[src/design/ipv4_dotted_quad_parser_top_defines.svh]
// Assertion macros shared by the dotted-quad parser RTL.
// No dependencies; included by files that carry concurrent checks.
`ifndef IPV4_DOTTED_QUAD_PARSER_TOP_DEFINES_SVH
`define IPV4_DOTTED_QUAD_PARSER_TOP_DEFINES_SVH

// Same-cycle implication, disabled during reset.
`define IPV4DQ_ASSERT_NOW(lbl, clk, rst, ante, cons) \
  lbl: assert property (@(posedge clk) disable iff (rst) (ante) |-> (cons)) \
    else $error("ipv4dq check failed");

// Next-cycle implication, disabled during reset.
`define IPV4DQ_ASSERT_NEXT(lbl, clk, rst, ante, cons) \
  lbl: assert property (@(posedge clk) disable iff (rst) (ante) |=> (cons)) \
    else $error("ipv4dq check failed");

`endif

[src/design/ipv4dq_pkg.sv]
// Package for the dotted-quad parser: parse state and result types,
// character constants and the octet-close helper. No dependencies.
`default_nettype none

package ipv4dq_pkg;

  localparam logic [7:0] CH_DOT  = 8'h2E;
  localparam logic [7:0] CH_ZERO = 8'h30;
  localparam logic [7:0] CH_NINE = 8'h39;
  localparam logic [9:0] OCTET_MAX  = 10'd255;
  localparam logic [2:0] DIGITS_MAX = 3'd3;
  localparam logic [2:0] OCTETS_ALL = 3'd4;

  typedef struct packed {
    logic [2:0]  octet_count;
    logic [9:0]  octet_value;
    logic [2:0]  digit_count;
    logic [31:0] address_so_far;
    logic        failed_flag;
    logic        finished_flag;
  } parse_state_t;

  typedef struct packed {
    logic        ok;
    logic [31:0] address;
  } parse_result_t;

  localparam parse_state_t STATE_RESET = '0;

  // Close the open octet: fail on an empty or oversized octet, else shift it in.
  function automatic parse_state_t close_octet(parse_state_t s);
    parse_state_t t;
    t = s;
    if (s.digit_count == 3'd0 || s.octet_value > OCTET_MAX) begin
      t.failed_flag = 1'b1;
    end else begin
      t.address_so_far = {s.address_so_far[23:0], s.octet_value[7:0]};
      t.octet_count    = s.octet_count + 3'd1;
      t.octet_value    = '0;
      t.digit_count    = '0;
    end
    return t;
  endfunction

endpackage

`default_nettype wire

[src/design/ipv4dq_step.sv]
// One character step of the dotted-quad parser, purely combinational.
// Depends on ipv4dq_pkg for the state and result types.
`default_nettype none

module ipv4dq_step (
  input  ipv4dq_pkg::parse_state_t  state,
  input  logic [7:0]                character,
  input  logic                      has_character,
  input  logic                      last,
  output ipv4dq_pkg::parse_state_t  state_next,
  output ipv4dq_pkg::parse_result_t result
);
  import ipv4dq_pkg::*;

  parse_state_t after_char;
  parse_state_t after_end;
  logic         is_digit;
  logic [3:0]   digit;
  logic [9:0]   times_ten;

  assign is_digit  = (character >= CH_ZERO) && (character <= CH_NINE);
  assign digit     = character[3:0];
  // v*10 as (v<<3)+(v<<1), kept to 10 bits
  assign times_ten = {state.octet_value[6:0], 3'b000} + {state.octet_value[8:0], 1'b0};

  // character update
  always_comb begin
    after_char = state;
    if (has_character && !state.failed_flag && !state.finished_flag) begin
      if (character == CH_DOT) begin
        after_char = close_octet(state);
        if (!after_char.failed_flag && after_char.octet_count >= OCTETS_ALL) begin
          after_char.finished_flag = 1'b1;
        end
      end else if (is_digit) begin
        if (state.digit_count >= DIGITS_MAX) begin
          after_char.failed_flag = 1'b1;
        end else begin
          after_char.octet_value = times_ten + {6'd0, digit};
          after_char.digit_count = state.digit_count + 3'd1;
        end
      end else begin
        after_char.failed_flag = 1'b1;
      end
    end
  end

  // end of string closes the open octet like a dot
  always_comb begin
    after_end = after_char;
    if (!after_char.failed_flag && !after_char.finished_flag) begin
      after_end = close_octet(after_char);
    end
  end

  // result and next state
  always_comb begin
    result.ok      = !after_end.failed_flag && (after_end.octet_count == OCTETS_ALL);
    result.address = result.ok ? after_end.address_so_far : 32'd0;
    state_next     = last ? STATE_RESET : after_char;
  end

endmodule

`default_nettype wire

[src/design/ipv4_dotted_quad_parser_top.sv]
// Top level of the streaming dotted-quad parser: input register, step
// logic (ipv4dq_step), parse state and result register. Uses ipv4dq_pkg.
//
//  channel   dir  tdata            tuser           tlast
//  s_axis    in   character[7:0]   has_character   last
//  m_axis    out  address[31:0]    ok              -
//
// One item per cycle, save for a last item that waits for a stalled result; a
// result goes valid after its last item passes the input and result registers.
// rst is synchronous, active high, and clears both valid flags and the state.
// A stalled result holds the input register only for an item marked last;
// other items keep flowing while the result waits.
`default_nettype none
`include "ipv4_dotted_quad_parser_top_defines.svh"

module ipv4_dotted_quad_parser_top (
  input  logic        clk,
  input  logic        rst,
  input  logic        s_axis_tvalid,
  output logic        s_axis_tready,
  input  logic [7:0]  s_axis_tdata,   // [7:0] character
  input  logic        s_axis_tuser,   // [0] has_character
  input  logic        s_axis_tlast,
  output logic        m_axis_tvalid,
  input  logic        m_axis_tready,
  output logic [31:0] m_axis_tdata,   // [31:0] address
  output logic        m_axis_tuser    // [0] ok
);
  import ipv4dq_pkg::*;

  logic          in_valid;
  logic [7:0]    in_char;
  logic          in_has;
  logic          in_last;
  parse_state_t  state;
  parse_state_t  state_next;
  parse_result_t step_result;
  logic          out_valid;
  parse_result_t out_result;
  logic          out_free;
  logic          consume;

  assign out_free      = !out_valid || m_axis_tready;
  assign consume       = in_valid && (!in_last || out_free);
  assign s_axis_tready = !in_valid || consume;

  // input register
  always_ff @(posedge clk) begin
    if (rst) begin
      in_valid <= 1'b0;
    end else if (s_axis_tready) begin
      in_valid <= s_axis_tvalid;
    end
    if (s_axis_tready && s_axis_tvalid) begin
      in_char <= s_axis_tdata;
      in_has  <= s_axis_tuser;
      in_last <= s_axis_tlast;
    end
  end

  ipv4dq_step u_step (
    .state         (state),
    .character     (in_char),
    .has_character (in_has),
    .last          (in_last),
    .state_next    (state_next),
    .result        (step_result)
  );

  // parse state
  always_ff @(posedge clk) begin
    if (rst) begin
      state <= STATE_RESET;
    end else if (consume) begin
      state <= state_next;
    end
  end

  // result register
  always_ff @(posedge clk) begin
    if (rst) begin
      out_valid <= 1'b0;
    end else if (out_free) begin
      out_valid <= consume && in_last;
    end
    if (consume && in_last) begin
      out_result <= step_result;
    end
  end

  assign m_axis_tvalid = out_valid;
  assign m_axis_tdata  = out_result.address;
  assign m_axis_tuser  = out_result.ok;

  `IPV4DQ_ASSERT_NOW(a_no_overwrite, clk, rst, out_valid && !m_axis_tready, !(consume && in_last))
  `IPV4DQ_ASSERT_NOW(a_fail_zero, clk, rst, out_valid && !out_result.ok, out_result.address == 32'd0)
  `IPV4DQ_ASSERT_NEXT(a_end_clears, clk, rst, consume && in_last, state == STATE_RESET)
  `IPV4DQ_ASSERT_NOW(a_finished_four, clk, rst, state.finished_flag, state.octet_count == OCTETS_ALL)

endmodule

`default_nettype wire
[config.mk]
export PLATFORM = sky130hd
export DESIGN_NAME = ipv4_dotted_quad_parser_top
export DESIGN_NICKNAME = d
export VERILOG_FILES = /design/src/design/ipv4dq_pkg.sv /design/src/design/ipv4dq_step.sv /design/src/design/ipv4_dotted_quad_parser_top.sv
export VERILOG_INCLUDE_DIRS = /design/src /design/src/design
export SDC_FILE = /design/constraint.sdc
export NUM_CORES = 1
export LEC_CHECK = 0
export ABC_AREA = 1
export BUFFER_PORTS_ARGS = -buffer_cell sky130_fd_sc_hd__buf_2
export CORE_AREA = 2 2 111 113
export CTS_CLUSTER_DIAMETER = 60
export DETAILED_ROUTE_END_ITERATION = 6
export DIE_AREA = 0 0 113 115
export PLACE_DENSITY = 0.69
export SETUP_SLACK_MARGIN = 0.02
export SLEW_MARGIN = 20
export SYNTH_ARGS = -nofsm -noshare
export SYNTH_HDL_FRONTEND = slang
export SYNTH_SLANG_ARGS = --single-unit
[constraint.sdc]
create_clock -name clk -period 2.7 [get_ports clk]
set_input_delay 0.135 -clock clk [delete_from_list [all_inputs] [get_ports clk]]
set_output_delay 0.135 -clock clk [all_outputs]
set_load 0.01 [all_outputs]
# Word level (Yosys, flattened, before mapping)
# Index checks and enable logic that the tools add are counted.
# word_totals
out_inout_bits	35
register_bits	95
in_bits	14
# op_classes
muxes	21
eq_ne	2
magnitude_cmp	6
reduce_logical	25
n_addsub	5
# op_table
operator	n
$mux 48	4
$mux 50	3
$mux 13	3
$mux 32	1
$gt 10x8->1 const B	2
$add 10x10->10	1
$add 10x4->10	1
$add 3x1->3 const B	3
$logic_and 1x1->1	9
$logic_not 1->1	9
$mux 1	9
$eq 8x6->1 const B	1
$ge 8x6->1 const B	1
$le 8x6->1 const B	1
$logic_not 3->1	2
$logic_or 1x1->1	5
$eq 3x3->1 const B	1
$ge 3x2->1 const B	1
$ge 3x3->1 const B	1
$mux 3	1

# Longest topological paths before layout
# Gate-level depths: netlist of the first run.
# logic_depth
ltp_word	16
mapped_depth	20
mapped_depth_nobuf	19

# Modules after synthesis
# From an unflattened synthesis of the first run, not the netlist that was laid out.
# hier_totals
hier_cells	864
hier_area_um2	6228.5
# by_module_without_submodules
mod	cells_each	n_inst	area_per_inst_um2
ipv4_dotted_quad_parser_top	386	1	3656.0
ipv4dq_step	478	1	2572.5

# Worst setup path after synthesis of the first run
# No wires, ideal clock.
# synth_timing
path_type	flip-flop to flip-flop
from	register in_char[3]
to	register out_result (netlist bit m_axis_tdata[13]), data pin
stages_incl_launch_ff	18
arrival_time_ns	2.507
slack_ns	-0.064
synth_period_minus_slack_ns	2.764
cell_sequence	edfxtp_1 -> inv_1 -> fa_1 -> inv_1 -> ha_1 -> nand3_1 -> nand3_1 -> nand2_1 -> nand3_1 -> nand3_1 -> nand2_1 -> nor2_4 -> nand3_1 -> nor2_1 -> nor2_4 -> nand3_4 -> buf_6 -> nor2_2
# synth_via
elab_chain_len	11
# synth_rtl
item	line_no	rtl
start, declared	ipv4_dotted_quad_parser_top.sv:32	logic [7:0] in_char;
start signal, assigned	ipv4_dotted_quad_parser_top.sv:55	in_char <= s_axis_tdata;
$add 10x4->10 (tied with other cells)	ipv4dq_step.sv:39	after_char.octet_value = times_ten + {6'd0, digit};
$mux 13 / $logic_and 1x1->1 (equally long branches)	ipv4dq_step.sv:36, ipv4dq_step.sv:21	
$mux 13	ipv4dq_step.sv:35	end else if (is_digit) begin
$mux 13	ipv4dq_step.sv:30	if (character == CH_DOT) begin
$mux 50 (*)	ipv4dq_step.sv:29	if (has_character && !state.failed_flag && !state.finished_flag) begin
$gt 10x8->1 / $logic_not 3->1 (equally long branches)	ipv4dq_pkg.sv:34	if (s.digit_count == 3'd0 || s.octet_value > OCTET_MAX) begin
$logic_or 1x1->1	ipv4dq_pkg.sv:34	
$mux 48 / $mux 1 (equally long branches)	ipv4dq_pkg.sv:34	
$mux 50 (*)	ipv4dq_step.sv:51	if (!after_char.failed_flag && !after_char.finished_flag) begin
$eq 3x3->1 / $logic_not 1->1 (equally long branches)	ipv4dq_step.sv:58	result.ok = !after_end.failed_flag && (after_end.octet_count == OCTETS_ALL);
$logic_and 1x1->1	ipv4dq_step.sv:58	
end signal, assigned	ipv4_dotted_quad_parser_top.sv:87	out_result <= step_result;
end, declared	ipv4_dotted_quad_parser_top.sv:39	parse_result_t out_result;
# Mark *: on every way between the ends. The rest lies on a longest branch, timed or not.
# A chain may end at the register's enable or synchronous reset.

# Worst setup path after layout of the first run
# layout_timing
from	register in_char[3]
to	register out_result (netlist bit m_axis_tdata[7]), data pin
# Same word-level chain as after synthesis.

==> impl_results.md, run 1 <==
* Slew Viols, Final at 0
* Syn avg cell area at 7.673 um^2
* Mapped Cells at 678
* CTS tree: yes
* Top cells by area, synth: edfxtp_1, dfxtp_1, nand2_1, inv_1, o21ai_0
* Worst setup SP type: flip-flop
* CP Class: reg2reg
* Mapped Nets at between 700 and 800
* Initial antenna violation count at 0
* Crit path capture type: flip-flop
* WHS Path Cells at 3
* Layout cells sized above 1 at between 20% and 30%
* Worst-margin pin slew at 0.8393 ns
* Max Cap Viol at 0
* Sink Count at 95
* Routed Antenna Nets at 0
* Maximum vdd drop at 0.0002489 V
* Setup ws final at -0.2184 ns
* RSZ-0062 raised after global routing: yes
* Failing checks: DRC, setup timing
* Final #Nets at just under 800
* Largest area contributor in the netlist: edfxtp_1
* CTS buffer count at 9
* WP data required at between 2 and 3 ns
* Cell Pwr Density at 470.5 nW/um^2
* Filler instances at between 1000 and 1500
* Number of global-route vias before repair at 4202
* Maximum clock path buffer count at 2
* Crit path depth at 16
* First-pass GRT wire length at 19520 um
* Largest net degree at the start of global routing at 70
* CORE AREA at 11810 um^2
* DR vias at 4447
* Max incr delay on CP at around 0.6 ns
* Synth Register Bits at 95
* Via/cell ratio at 4.941
* Area delta synth->final at 21.45%
* H-tree depth at 3
* Commonest cells in the synthesized netlist: nand2_1, inv_1, o21ai_0
* Slew HR at approximately 44%
* CP top delay family: simple AND/OR/NAND/NOR gates
* Die height at 115 um
* Most frequent cell after synthesis: nand2_1
* Synth warn at 0
* Worst-path fanout max at 28
* Worst-path clk slew at 0.07 ns
* DR WL/cell at 13.13 um
* CP Cell Sequence: inv_2 -> fa_2 -> inv_2 -> ha_4 -> nand3_2 -> nand3_2 -> nand2_2 -> nand2_1 -> nand2_1 -> nand3_1 -> nand2_2 -> nor2_4 -> nand3_4 -> buf_12 -> o21ai_0 -> nor2_2
* Tot Pwr at between 2 and 3 mW
* Slowest-stage cell, CP: fa_2
* Post-Route WL at around 12000 um
* DR DRC count at 5
* Max Freq at 0.3427 GHz
* Gpl congestion at 0.8739
* CP bufs+invs at 3
* Antenna cells at 0
* Post-synth top area share at 24.82%
* Min cycle time layout at 2.918 ns
* IO Pins at 49
* Ys flop type: dfxtp_1
* Sequential share of the synthesized area at ~45%
* Initial DRT Pass Iterations at 6
* Initial Utilization at 44.05%
* HP Class: in2reg
* Worst hold slack at ~0.05 ns
* Final Cycle Share at 108.1%
* Root Driver: clkbuf_16
* Asr flop ratio synth at 0%
* Number of synthesized flops with an enable pin at 43
* Leakage Power at 2.889 nW
* Global route overflow at 0
* Setup violators final at 33
* Post-synthesis cell type count at 33
* Die Span X at ~110 um
* Port buffer count at 48
* Hold Vio Cnt, Final at 0
* CP Data Arrival Time at 3.02 ns
* Die area at 13000 um^2
* Clock Skews at between 0.004 and 0.005 ns
* Row cnt at 40
* Status: finished, violations left
* Gr usage total at about a fifth
* Synth Cell Area at between 5000 and 6000 um^2
* Worst r2r path cells at 16
* Initial DRC Count at ~230
* DP HPWL at approximately 8000 um
* Worst-Skew Late Latency at around 0.35 ns
## logic make-up after synthesis
kind of cell | share of synthesized area (%)
AOI/OAI and AO/OA | 13.11
adders and majority gates | 5.099
buffers and inverters | 11.26
and+or+nand+nor | 24.51
xor gates and xnor gates | 0.9863
DFF | 44.83
muxes | 0.2164
## cell type report
| cell class | count | area (um^2) | share of cell area (%) |
|---|---|---|---|
| clock buffer | 10 | 229.0 | 3.624 |
| clock inverter | 6 | 67.56 | 1.069 |
| inverter | 105 | 396.6 | 6.277 |
| multi-input combinational | 446 | 2421 | 38.32 |
| sequential | 95 | 2335 | 36.95 |
| tap | 147 | 183.9 | 2.911 |
| timing repair buffer | 91 | 685.7 | 10.85 |
## placed cells by master, fill, tap and decap left out, types with 4 or more instances in the layout
| cell type | netlist | layout |
|---|---|---|
| buf_12 | 0 | 5 |
| a21oi_1 | 43 | 43 |
| clkinv_1 | 3 | 4 |
| nand3_1 | 17 | 14 |
| inv_1 | 97 | 94 |
| nor2_4 | 3 | 12 |
| edfxtp_1 | 43 | 43 |
| nand3_4 | 2 | 4 |
| nand2_2 | 5 | 10 |
| clkbuf_16 | 0 | 11 |
| nor2_2 | 29 | 31 |
| dlygate4sd3_1 | 0 | 10 |
| nand3_2 | 3 | 4 |
| nand2_1 | 176 | 171 |
| nor2_1 | 50 | 39 |
| o22ai_1 | 17 | 17 |
| dfxtp_1 | 52 | 50 |
| ha_1 | 18 | 17 |
| o21ai_1 | 7 | 18 |
| o21ai_0 | 59 | 47 |
| inv_2 | 5 | 7 |
| buf_4 | 6 | 26 |
| buf_2 | 3 | 48 |
## state kept, by name, indices dropped and copies added (netlist names)
name           count
m_axis_tdata      32
in_valid           1
in_last            1
in_char            8
m_axis_tvalid      1
state             50
in_has             1
m_axis_tuser       1
## layer usage
metal	GRT usage [%]	part of all wire [%]
met1	23.17	44
met2	32.14	49
met3	2.952	4.3
met4	9.593	2.7
met5	0	0
## where the power goes
part	internal [mW]	switching, mW	leakage, nW
Combinational	0.0509	0.101	1.91
Sequential	1.52	0.00800	0.842
Clock	0.725	0.568	0.142
Total	2.29	0.678	2.89
## stage by stage
stage | instances | utilization [%] | TNS [ns] | cell area [um^2] | setup WS, ns
2_1_floorplan | 678 | - | 0 | 5243 | 0.005935
3_3_place_gp | 869 | 48.60 | -4.135 | 5741 | -0.1461
3_5_place_dp | 869 | 48.60 | -5.387 | 5741 | -0.1793
4_1_cts | 896 | 52.21 | -3.533 | 6167 | -0.1466
5_1_grt | 900 | 53.50 | -11.39 | 6319 | -0.3778
6_report | 900 | 53.50 | -6.133 | 6319 | -0.2184
## final timing paths
path	to	start	slack (ns)
worst max-delay path	m_axis_tdata[7]$_SDFFCE_PN0P_	in_char[3]$_DFFE_PP_	-0.22
worst min-delay path	in_valid$_SDFFE_PP0N_	s_axis_tvalid	0.05
worst max register to register	m_axis_tdata[7]$_SDFFCE_PN0P_	in_char[3]$_DFFE_PP_	-0.22
worst min register to register	state[18]$_SDFFE_PP0P_	state[18]$_SDFFE_PP0P_	0.48
## tightest hold or removal path, stage by stage
cell and delay, ns:
buf_2 0.09, nand2_1 0.07, a21oi_1 0.06
## repair_timing
item / in CTS / in global routing
setup endpoints to repair: 33 / 34
cloned: 0 / 2
pin swaps: 1 / 7
hold endpoints to repair: 10 / 0
hold buffers: 10 / 0
setup buffers: 1 / 2
gates resized for setup: 14 / 28
(Power assumes the default switching activity.)
==> run 2: changes to the inputs <==
CELL_PAD_IN_SITES_DETAIL_PLACEMENT = 0   (was not set)
CELL_PAD_IN_SITES_GLOBAL_PLACEMENT = 2   (was not set)
CORE_AREA = 2 2 133 135   (was 2 2 111 113)
DIE_AREA = 0 0 135 137   (was 0 0 113 115)
PLACE_DENSITY = 0.78   (was 0.69)
==> run 2 against run 1 <==
Against the previous run: the run ends with setup timing left; critical path depth rose by 2; clock power rose by 9%; clock-buffer cell count did not move; fmax rose by 0.61%; setup slack improved by 0.018 ns; die area rose by 42%; design area rose by 3.0%; register-to-register slack improved by 0.02 ns; critical path type unchanged; critical endpoint is now m_axis_tdata[0]$_SDFFCE_PN0P_; largest power group unchanged.
==> impl_results.md, run 2 (same netlist as run 1, synthesis figures left out) <==
* Status: finished, violations left
* Failing checks: setup timing
* Die area at 18500 um^2 (+42%)
* Multi-input logic area at 2419 um^2 (-0.10%)
* Worst-path clk slew at 0.07 ns (about the same)
* Initial Utilization at 30.50% (-14 points)
* Dpl cells at 957 (+10%)
* Maximum vdd drop at 0.0002919 V (+17%)
* Crit path capture type: flip-flop
* Initial DRC Count at 252 (+9.1%)
* Setup violators final at 33 (unchanged)
* CP Cell Sequence: inv_2 -> fa_1 -> inv_1 -> ha_1 -> nand3_1 -> nand3_2 -> nand2_2 -> nand2_1 -> nand2_1 -> nand3_2 -> nand2_2 -> nor2_4 -> nand3_2 -> nor2_4 -> nor2_4 -> nand3_4 -> buf_12 -> nor2_1
* Post-Route WL at 13500 um (+14%)
* Finished Layout Cells at 988 (+9.8%)
* CORE AREA at 17060 um^2 (+44%)
* Global route overflow at 0 (unchanged)
* Hold Vio Cnt, Final at 0 (unchanged)
* Max Cap Viol at 0 (unchanged)
* Largest register FFs at 50 (unchanged)
* Max incr delay on CP at 0.57 ns (-0.03 ns)
* Initial DRT Pass Iterations at 4 (-2)
* Slew Viols, Final at 0 (unchanged)
* Number of global-route vias before repair at 4416 (+5.1%)
* Switching part of the total power at 23.65% (+0.85 points)
* Initial antenna violation count at 0 (unchanged)
* DR vias at 4472 (+0.56%)
* Final core occ at 38.14% (-15 points)
* DP Worst Slack at -0.3206 ns (-0.1413 ns)
* IO Pins at 49 (unchanged)
* Final #Nets at 792 (+1.3%)
* Max Freq at 0.3447 GHz (+0.61%)
* CTS buffer count at 9 (unchanged)
* Slowest-stage cell, CP: fa_1
* Sink Count at 95 (unchanged)
* Final Cycle Share at 107.4% (-0.66 points)
* Largest net degree at the start of global routing at 70 (unchanged)
* Worst setup SP type: flip-flop
* Register area at 2335 um^2 (unchanged)
* Worst hold slack at 0.04845 ns (-0.001496 ns)
* CP Class: reg2reg
* Layout cells sized above 1 at 23.46% (+0.49 points)
* Die height at 137 um (+19%)
* Filler instances at 1791 (+67%)
* Logic pwr share at 5.1% (about the same)
* Top reg by flops: state
* CTS tree: yes
* HP Class: in2reg
* Worst-path fanout max at 11 (-61%)
* Setup ws final at -0.2007 ns (+0.01770 ns)
* Tot Pwr at 3.092 mW (+4.0%)
* Slew HR at 47.77% (+3.7 points)
* Most frequent cells in the layout: nand2_1, inv_1, o21ai_0
* Sequential share of power at 49.3% (-2.1 points)
* WHS Path Cells at 3 (unchanged)
* Routed Antenna Nets at 0 (unchanged)
* Gr usage total at 15.40% (-3.4 points)
* Area delta synth->final at 25.04%
* Leakage Power at 2.944 nW (+1.9%)
* Via/cell ratio at 4.526 (-8.4%)
* H-tree depth at 3 (unchanged)
* Worst r2r path cells at 18 (+2)
* Gpl congestion at 0.8101 (-7.3%)
* First-pass GRT wire length at 22120 um (+13%)
* CP Data Arrival Time at 3.00 ns (-0.02 ns)
* Root Driver: clkbuf_16
* Maximum clock path buffer count at 2 (unchanged)
* DR WL/cell at 13.66 um (+4.0%)
* DR DRC count at 0 (-5)
* WP data required at 2.80 ns (about the same)
* Row cnt at 48 (+20%)
* Internal at 2.361 mW (+2.9%)
* Die Span X at 135 um (+19%)
* Port buffer count at 48 (unchanged)
* Worst-Skew Late Latency at 0.35 ns (about the same)
* DP HPWL at 9111 um (+12%)
* Commonest non-fill, non-tap cell in the layout: nand2_1
* Min cycle time layout at 2.901 ns (-0.01770 ns)
* NetSw at 0.7312 mW (+7.9%)
* Clock Skews at 0.007236 ns (+0.002706 ns)
* Antenna cells at 0 (unchanged)
* RSZ-0062 raised after global routing: yes
* Cell Pwr Density at 475.4 nW/um^2 (+1.0%)
* Worst-margin pin slew at 0.7834 ns (-0.05591 ns)
* Clk pwr share at 45.5% (+2.0 points)
## run 2: cell count changes in the layout (fill, tap and decap cells not counted), moves of 2 or more
cell / before / now
buf_4: 26 / 36
o21ai_0: 47 / 56
buf_12: 5 / 3
nor2_1: 39 / 45
nor2_4: 12 / 16
buf_16: 0 / 2
inv_8: 0 / 2
inv_6: 3 / 1
o21ai_1: 18 / 9
nor2_2: 31 / 21
## run 2: metrics by stage
| stage | area [um^2] | setup TNS [ns] |
|---|---|---|
| 2_1_floorplan | 5243 | 0 |
| 3_3_place_gp | 5888 | -4.858 |
| 3_5_place_dp | 5888 | -6.564 |
| 4_1_cts | 6421 | -6.186 |
| 5_1_grt | 6505 | -11.94 |
| 6_report | 6505 | -5.959 |
## run 2: per-layer routing
metal | vias to the layer above | routed length, um | track usage [%]
met5 | - | 0 | 0
met4 | 0 | 101 | 5.498
met3 | 8 | 554 | 2.000
met2 | 82 | 6413 | 26.40
met1 | 2057 | 6431 | 19.95
li1 | 2325 | - | -
## run 2: area by class of cell
class / count / area share (%)
clock buffers: 10 / 3.847
clock inverters: 6 / 1.135
inverters: 105 / 6.059
multi-input cells: 446 / 37.18
flip-flops and latches: 95 / 35.89
well taps: 225 / 4.328
repair buffers: 101 / 11.56
## run 2: power by group through the flow
stage                     sequential [mW]  combinational, mW  clock [mW]
final                                1.53              0.159        1.41
after floorplan                      1.56             0.0787           0
after global placement               1.56              0.144           0
after global routing                 1.53              0.177        1.50
after CTS                            1.53              0.159        1.44
after detailed placement             1.56              0.145           0
## run 2: path summary, 6_finish.rpt
check                                       end  slack [ns]                    from
setup / recovery  m_axis_tdata[0]$_SDFFCE_PN0P_       -0.20  state[39]$_SDFFE_PP0P_
hold / removal            in_valid$_SDFFE_PP0N_        0.05           s_axis_tvalid
setup reg to reg  m_axis_tdata[0]$_SDFFCE_PN0P_       -0.20  state[39]$_SDFFE_PP0P_
hold reg to reg          state[24]$_SDFFE_PP0P_        0.48  state[24]$_SDFFE_PP0P_
## run 2: what timing repair did
item,CTS,global route
pin swaps,7,1
resized for setup,17,17
gates cloned,2,0
hold buffers,10,0
buffers inserted,2,1
hold endpoints to repair,10,0
setup endpoints to repair,33,33
## run 2: critical path, delay by kind of cell, from the launching register on
kind,cells,cell delay (ns)
buf+inv,3,0.28
simple gates,13,1.19
flops,1,0.33
fa+ha+maj,2,0.84
==> run 3: changes to the inputs <==
CORE_AREA = 2 2 125 127   (was 2 2 133 135)
DIE_AREA = 0 0 127 129   (was 0 0 135 137)
PLACE_DENSITY = 0.83   (was 0.78)
clock period = 3 ns   (was 2.7 ns; I/O delays follow)
==> run 3 against run 2 <==
Against the previous run: the flow now finishes without violations; final cell count decreased by 5.8%; routed wire length decreased by 4.3%; clock-buffer cell count increased by 1.
==> impl_results.md, run 3 (same netlist as run 1, synthesis figures left out) <==
* Status: complete, no violations
* DP HPWL at 8685 um (-4.7%)
* Clock Skews at 0.01456 ns (+0.007325 ns)
* Worst-path fanout max at 16 (+5)
* First-pass GRT wire length at 21050 um (-4.8%)
* Min-delay src: s_axis_tvalid
* Post-route cell area at 6311 um^2 (-3.0%)
* Min cycle time layout at 2.931 ns (+0.03061 ns)
* Row cnt at 45 (-6.3%)
* Via/cell ratio at 4.760 (+5.2%)
* Layout cells sized above 1 at 22.21% (-1.3 points)
* Top reg by flops: state
* WP data required at 3.11 ns (+0.31 ns)
* DR DRC count at 0 (unchanged)
* Setup violators final at 0 (-100%)
* Worst-margin pin slew at 0.9190 ns (+0.1355 ns)
* CP Class: reg2reg
* Commonest non-fill, non-tap cell in the layout: nand2_1
* Maximum vdd drop at 0.0002314 V (-21%)
* Internal at 2.028 mW (-14%)
* RSZ-0062 raised after global routing: yes
* Hold Vio Cnt, Final at 0 (unchanged)
* Worst-Skew Late Latency at 0.36 ns (about the same)
* Critical path origin: in_char[3]$_DFFE_PP_
* Largest net degree at the start of global routing at 44 (-37%)
* Largest register FFs at 50 (unchanged)
* HP Class: in2reg
* Worst setup SP type: flip-flop
* Routed Antenna Nets at 0 (unchanged)
* DR WL/cell at 13.88 um (+1.5%)
* Initial DRC Count at 214 (-15%)
* Tot Pwr at 2.663 mW (-14%)
* Final Cycle Share at 97.71% (-9.7 points)
* Gpl congestion at 0.8112 (+0.14%)
* Slew Viols, Final at 0 (unchanged)
* Final #Nets at 772 (-2.5%)
* Post-Route WL at 12920 um (-4.3%)
* Number of global-route vias before repair at 4249 (-3.8%)
* Gr usage total at 16.41% (+1.0 points)
* Logic pwr share at 5.1% (about the same)
* Leakage Power at 2.822 nW (-4.2%)
* Maximum clock path buffer count at 2 (unchanged)
* Die height at 129 um (-5.8%)
* DR vias at 4432 (-0.89%)
* Worst hold slack at 0.07662 ns (+0.02816 ns)
* Initial Utilization at 34.74% (+4.2 points)
* Worst-path clk slew at 0.07 ns (about the same)
* Initial antenna violation count at 0 (unchanged)
* Clk pwr share at 43.3% (-2.2 points)
* NetSw at 0.6353 mW (-13%)
* Area delta synth->final at 21.31%
* Switching part of the total power at 23.86% (+0.21 points)
* Max Freq at 0.3412 GHz (-1.0%)
* Area after DPL at 5657 um^2 (-3.9%)
* Most frequent cells in the layout: nand2_1, inv_1, o21ai_0
* Cell Pwr Density at 421.9 nW/um^2 (-11%)
* Global route overflow at 0 (unchanged)
* Sequential share of power at 51.6% (+2.3 points)
* IO Pins at 49 (unchanged)
* Max Cap Viol at 0 (unchanged)
* CTS tree: yes
* Worst reg2reg startpoint: in_char[3]$_DFFE_PP_
* H-tree depth at 3 (unchanged)
* Crit path capture type: flip-flop
* CORE AREA at 14980 um^2 (-12%)
* Port buffer count at 48 (unchanged)
* CTS buffer count at 9 (unchanged)
* Die area at 16380 um^2 (-11%)
* Die Span X at 127 um (-5.9%)
* Slew HR at 38.74% (-9.0 points)
* Sink Count at 95 (unchanged)
* Final core occ at 42.14% (+4.0 points)
* Initial DRT Pass Iterations at 4 (unchanged)
* Antenna cells at 0 (unchanged)
* Setup tns final at 0 ns (+5.959 ns)
* Root Driver: clkbuf_16
* CP Data Arrival Time at 3.04 ns (+0.04 ns)
run 3: area by class of cell:
| class | instances | area [um^2] |
|---|---|---|
| sequential | 95 | 2335 |
| tap | 188 | 235.2 |
| inverter | 105 | 394.1 |
| clock inverter | 5 | 37.54 |
| clock buffer | 11 | 254.0 |
| fill | 1536 | 8666 |
| multi-input combinational | 446 | 2467 |
| timing repair buffer | 81 | 588.1 |
run 3: path summary, 6_finish.rpt:
path                            cells after the start                       endpoint  slack (ns)
worst max-delay path                               16  m_axis_tdata[3]$_SDFFCE_PN0P_        0.07
worst min register to register                      2         state[18]$_SDFFE_PP0P_        0.48
worst min-delay path                                3          in_valid$_SDFFE_PP0N_        0.08
worst max register to register                     16  m_axis_tdata[3]$_SDFFCE_PN0P_        0.07
run 3: power by group through the flow:
stage | clock (mW) | sequential (mW) | combinational [mW]
after floorplan | 0 | 1.41 | 0.0700
after global placement | 0 | 1.40 | 0.122
after detailed placement | 0 | 1.40 | 0.122
after CTS | 1.18 | 1.37 | 0.132
after global routing | 1.23 | 1.38 | 0.151
final | 1.15 | 1.37 | 0.135
run 3: metrics by stage:
| stage | cells | worst slack (ns) |
|---|---|---|
| 6_report | 931 | 0.06874 |
| 5_1_grt | 931 | -0.1154 |
| 4_1_cts | 927 | 0.01016 |
| 3_5_place_dp | 901 | 0.01767 |
| 3_3_place_gp | 901 | 0.05580 |
| 2_1_floorplan | 678 | 0.2356 |
run 3: critical path, cell delays in order, from the launching register on:
cell	delay [ns]
edfxtp_1	0.36
inv_1	0.07
fa_2	0.56
inv_2	0.05
ha_4	0.26
nand3_2	0.06
nand3_2	0.10
nand2_2	0.06
nand2_2	0.06
nand2_2	0.05
nand3_2	0.07
nand2_2	0.07
nor2_4	0.19
nand3_4	0.13
buf_4	0.20
o21ai_0	0.33
nor2_4	0.06
run 3: routing by layer:
metal  vias up  GRT usage [%]  routed length [um]
met3        17          2.661                 448
met1      2053          20.50                5956
met2        82          28.46                6232
met5         -              0                   0
met4         0          6.593                 280
li1       2280              -                   -
run 3: repair_timing:
action                     4_1_cts  5_1_grt
cloned                           0        3
setup endpoints to repair        7       33
hold buffers                    10        0
hold endpoints to repair        10        0
gates resized for setup          0       56
buffers inserted                 0        1
pin swaps                        0       12
